===== src/sv/apsp_cell.sv =====
// one matrix entry cell: holds a distance, shifts along the chain, relaxes the entry as it shifts in
module apsp_cell
#(
    parameter int DIST_BITS = 24
)
(
    input  logic                 clk,
    input  logic                 shift,
    input  logic                 relax,
    input  logic [DIST_BITS-1:0] din,
    input  logic [DIST_BITS-1:0] via_a,
    input  logic [DIST_BITS-1:0] via_b,
    output logic [DIST_BITS-1:0] dout
);
    localparam logic [DIST_BITS-1:0] INF = '1;

    logic [DIST_BITS-1:0] d_reg;
    logic [DIST_BITS-1:0] d_next;
    logic [DIST_BITS:0]   sum;
    logic [DIST_BITS-1:0] cand;
    logic                 take;

    // saturating candidate through the pivot
    always_comb
    begin
        sum  = {1'b0, via_a} + {1'b0, via_b};
        cand = (sum >= {1'b0, INF}) ? INF : sum[DIST_BITS-1:0];
        take = relax && (via_a != INF) && (via_b != INF) && (cand < din);
        d_next = take ? cand : din;
    end

    // entry register, updated on each chain shift
    always_ff @(posedge clk)
    begin
        if (shift)
        begin
            d_reg <= d_next;
        end
    end

    assign dout = d_reg;

endmodule


===== config.mk =====
export PLATFORM = sky130hd
export DESIGN_NAME = apsp_cell
export DESIGN_NICKNAME = d
export VERILOG_FILES = /design/src/sv/apsp_cell.sv
export SDC_FILE = /design/constraint.sdc
export NUM_CORES = 1
export LEC_CHECK = 0
export BUFFER_PORTS_ARGS = -buffer_cell sky130_fd_sc_hd__buf_4
export CORE_ASPECT_RATIO = 0.9
export CORE_MARGIN = 4
export CORE_UTILIZATION = 53
export DETAILED_ROUTE_END_ITERATION = 10
export PLACE_DENSITY = 0.82
export SLEW_MARGIN = 25
export SYNTH_ARGS = -nofsm -noshare
export SYNTH_HDL_FRONTEND = slang
export SYNTH_SLANG_ARGS = --single-unit

===== constraint.sdc =====
create_clock -name clk -period 5.64 [get_ports clk]
set_clock_uncertainty 0.1 [all_clocks]
set_input_delay 0.846 -clock clk [delete_from_list [all_inputs] [get_ports clk]]
set_output_delay 0.846 -clock clk [all_outputs]
set_load 0.02 [all_outputs]

==> flow_summary.rst <==
.. list-table::
   :header-rows: 1

   * - Metric
     - Value
   * - Fraction of power consumed by sequential logic
     - 0.283
   * - Kind of end point of the critical path
     - register
   * - Rows
     - 26
   * - Number of hold buffers added after CTS
     - 0
   * - Antenna violations before repair
     - 0
   * - Post-route worst setup slack
     - 0.3300 ns
   * - Final-report hold violation count
     - 0
   * - Layout Nets
     - 592
   * - Clk pin slew, worst setup/hold paths
     - 0.08 ns
   * - Post-route ant nets
     - 0
   * - I/O Pins
     - 99
   * - HPWL after detailed placement
     - 7.800 mm
   * - Post-synth EDFFs
     - 24
   * - Netlist area before placement
     - 3223 µm²
   * - Critical Path AT
     - 5.22 ns
   * - Wirelength per Cell
     - 17.57 µm
   * - Finish-stage setup viols
     - 0
   * - Worst setup slack before clock tree synthesis
     - 0.2214 ns
   * - Netlist cell types
     - 58
   * - Unrepaired setup endpoints after global routing
     - false
   * - Cell Int Power
     - 0.4934 mW
   * - Flip-flop count of the largest register, all copies and words added
     - 24
   * - Worst Setup Start Kind
     - input port
   * - Clock sinks
     - 24
   * - Post-Route Hold Slack
     - 0.7719 ns
   * - Number of buffers between clock root and the deepest sink
     - 2
   * - Overall routing resource usage
     - 0.2594
   * - Power density relative to cell area
     - 204.3 nW/µm²
   * - Die X-Extent
     - 90.20 µm
   * - Wire length of the first global-routing pass
     - 15.86 mm
   * - Final period util
     - 0.9415
   * - Total wirelength of the detailed-routed design
     - 9.455 mm
   * - Routability-driven placement congestion ratio
     - 0.9530
   * - Cell breakdown of the critical path
     - buf_4 > ha_1 > a211oi_1 > o211ai_1 > a311oi_1 > o21ai_0 > a311oi_1 > xnor2_1 > nand2b_1 > ha_1 > a21oi_1 > o22ai_1 > o21ai_0 > a21oi_1 > nor2_1 > nand3_2 > o32a_1
   * - CORE AREA
     - 5791 µm²
   * - Total iterations of the first detailed-routing run
     - 5
   * - Critical Path Max Stage Delay
     - 0.47 ns
   * - Total congestion overflow after global routing
     - 0
   * - Input/output buffers
     - 98
   * - CTS-repair resized insts
     - 0
   * - Violation count after the first detailed-route iteration
     - 289
   * - Share of power burned in the clock network
     - 0.120
   * - Starting Density
     - 0.5566
   * - Number of buffers added by the clock tree synthesis step
     - 3
   * - Maximum number of pins on one net before global-route repair
     - 36
   * - Status
     - finished clean
   * - Syn-to-layout area delta
     - 25.70%
   * - CP Max Fanout
     - 12
   * - Post-Syn Area per Cell
     - 8.572 µm²
   * - Library cell used as clock root buffer
     - sky130_fd_sc_hd__clkbuf_8
   * - Total of warnings raised by yosys
     - 0
   * - Setup Buffers After CTS
     - 0
   * - Highest achievable clock rate
     - 188.3 MHz
   * - Syn nets
     - 499
   * - Sequential cell area fraction in the yosys report
     - 0.2236
   * - TritonCTS clock tree
     - done
   * - Switching power as a share of total power
     - 0.4039
   * - Layout cell share with drive strength beyond 1
     - 0.2457
   * - Slew of the pin with the lowest slew margin
     - 0.5105 ns
   * - Prevailing post-synth register cell
     - sky130_fd_sc_hd__edfxtp_1
   * - Number of global-route vias before repair
     - 3343
   * - Total via count in the routed design
     - 3365
   * - Leakage power
     - 1.830 nW
   * - CTS HTree Levels
     - 1
   * - DRC viols
     - 0
   * - CP required
     - 5.55 ns
   * - Cells on Worst Hold Path
     - 2
   * - Worst vdd ir
     - 0.08689 mV
   * - Final min period
     - 5.310 ns
   * - Combinational fraction of design power
     - 0.597
   * - Slowest cell on crit path
     - sky130_fd_sc_hd__a311oi_1
   * - Number of cells produced by synthesis
     - 376
   * - # Max-Cap Violations
     - 0
   * - WS Path Type
     - input port to register
   * - Proportion of register bits with asynchronous set or reset after synthesis
     - 0
   * - Height of the chip
     - 81.98 µm
   * - Relative slew slack
     - 0.6573
   * - Via density
     - 6.255
   * - Number of pins with negative max-slew slack in the final report
     - 0
   * - Total net switching power
     - 0.3343 mW
   * - Diode insertion count for antenna repair
     - 0
   * - Total Die Area
     - 7395 µm²
   * - Total negative slack
     - 0 ns
   * - Hold Path Class
     - input port to register
   * - Flip-flop and latch count after synthesis
     - 24
layout make-up:
cell class                 count  area [µm²]
multi-input combinational    306        2300
inverter                      32       120.1
clock inverter                 1       3.754
clock buffer                   3       41.29
fill                         484        1739
tap                           70       87.58
sequential                    24       720.7
timing repair buffer         102       778.2
logic make-up after synthesis:
family                   count (synthesis)  share of synthesized area
XOR/XNOR                                20                    0.05435
AND/OR/NAND/NOR                        115                     0.1937
AO/OA/AOI/OAI                          123                     0.2768
flip-flops                              24                     0.2236
buffers and inverters                   46                    0.06289
adder cells (fa/ha/maj)                 48                     0.1887
Yosys cell counts, types with 4 or more instances:
library cell               number  share of area
sky130_fd_sc_hd__a211oi_1       4         0.0093
sky130_fd_sc_hd__a21o_1        13          0.030
sky130_fd_sc_hd__a21oi_1       27          0.042
sky130_fd_sc_hd__a221oi_1       4          0.011
sky130_fd_sc_hd__and3_1         5         0.0097
sky130_fd_sc_hd__buf_2          5         0.0078
sky130_fd_sc_hd__clkbuf_1       5         0.0058
sky130_fd_sc_hd__edfxtp_1      24           0.22
sky130_fd_sc_hd__ha_1          47           0.18
sky130_fd_sc_hd__inv_1         32          0.037
sky130_fd_sc_hd__nand2_1       27          0.031
sky130_fd_sc_hd__nand2b_1      11          0.021
sky130_fd_sc_hd__nand3_1        8          0.012
sky130_fd_sc_hd__nand4_1       29          0.056
sky130_fd_sc_hd__nor2_1        13          0.015
sky130_fd_sc_hd__nor3_1         5         0.0078
sky130_fd_sc_hd__o211ai_1       6          0.014
sky130_fd_sc_hd__o21a_1        14          0.033
sky130_fd_sc_hd__o21ai_0       19          0.030
sky130_fd_sc_hd__o22a_1        11          0.030
sky130_fd_sc_hd__xnor2_1       11          0.030
sky130_fd_sc_hd__xor2_1         9          0.024
per-layer routing:
layer / vias to the layer above / GRT usage / part of all wire
li1: 1629 / - / -
met1: 1565 / 0.3402 / 0.45
met2: 154 / 0.4653 / 0.46
met3: 17 / 0.02473 / 0.068
met4: 0 / 0.06422 / 0.017
met5: - / 0 / 0
placed cells by master (no fill, tap or decap), drive strengths merged, types with 6 or more instances in the layout:
cell | synthesis | routed
ha | 47 | 47
o22a | 11 | 11
nand2 | 27 | 27
nand4 | 29 | 29
xnor2 | 11 | 11
buf | 8 | 102
nand3 | 9 | 9
o21a | 14 | 14
nor2 | 13 | 13
inv | 32 | 32
a21o | 13 | 13
xor2 | 9 | 9
a21oi | 28 | 28
nand2b | 11 | 11
edfxtp | 24 | 24
o211ai | 6 | 6
o21ai | 20 | 20
power groups by stage:
stage               logic, mW  clock network, mW  registers (mW)
floorplan               0.286                  0           0.271
global placement        0.472                  0           0.238
detailed placement      0.481                  0           0.239
CTS                     0.487              0.101           0.235
global route            0.545              0.106           0.237
finish                  0.494             0.0990           0.234
metrics by stage:
step | util | instances | total power [mW] | instance area, µm²
6_report | 0.6997 | 538 | 0.8277 | 4051
5_1_grt | 0.6997 | 538 | 0.8875 | 4051
4_1_cts | 0.6997 | 538 | 0.8228 | 4051
3_5_place_dp | 0.6919 | 534 | 0.7201 | 4006
3_3_place_gp | 0.6919 | 534 | 0.7098 | 4006
2_1_floorplan | - | 376 | 0.5571 | 3223
critical path: cells and delay by family:
family | cells | cell delay, ns
buffers and inverters | 1 | 0.13
adders and majority gates | 2 | 0.60
and+or+nand+nor | 3 | 0.92
xor gates and xnor gates | 1 | 0.19
AOI/OAI and AO/OA | 10 | 2.53
worst paths after layout:
check	endpoint	slack [ns]	from
max	dout[21]$_DFFE_PP_	0.33	via_a[1]
min	dout[12]$_DFFE_PP_	0.77	din[12]
Power figures use the tool's default switching activity.
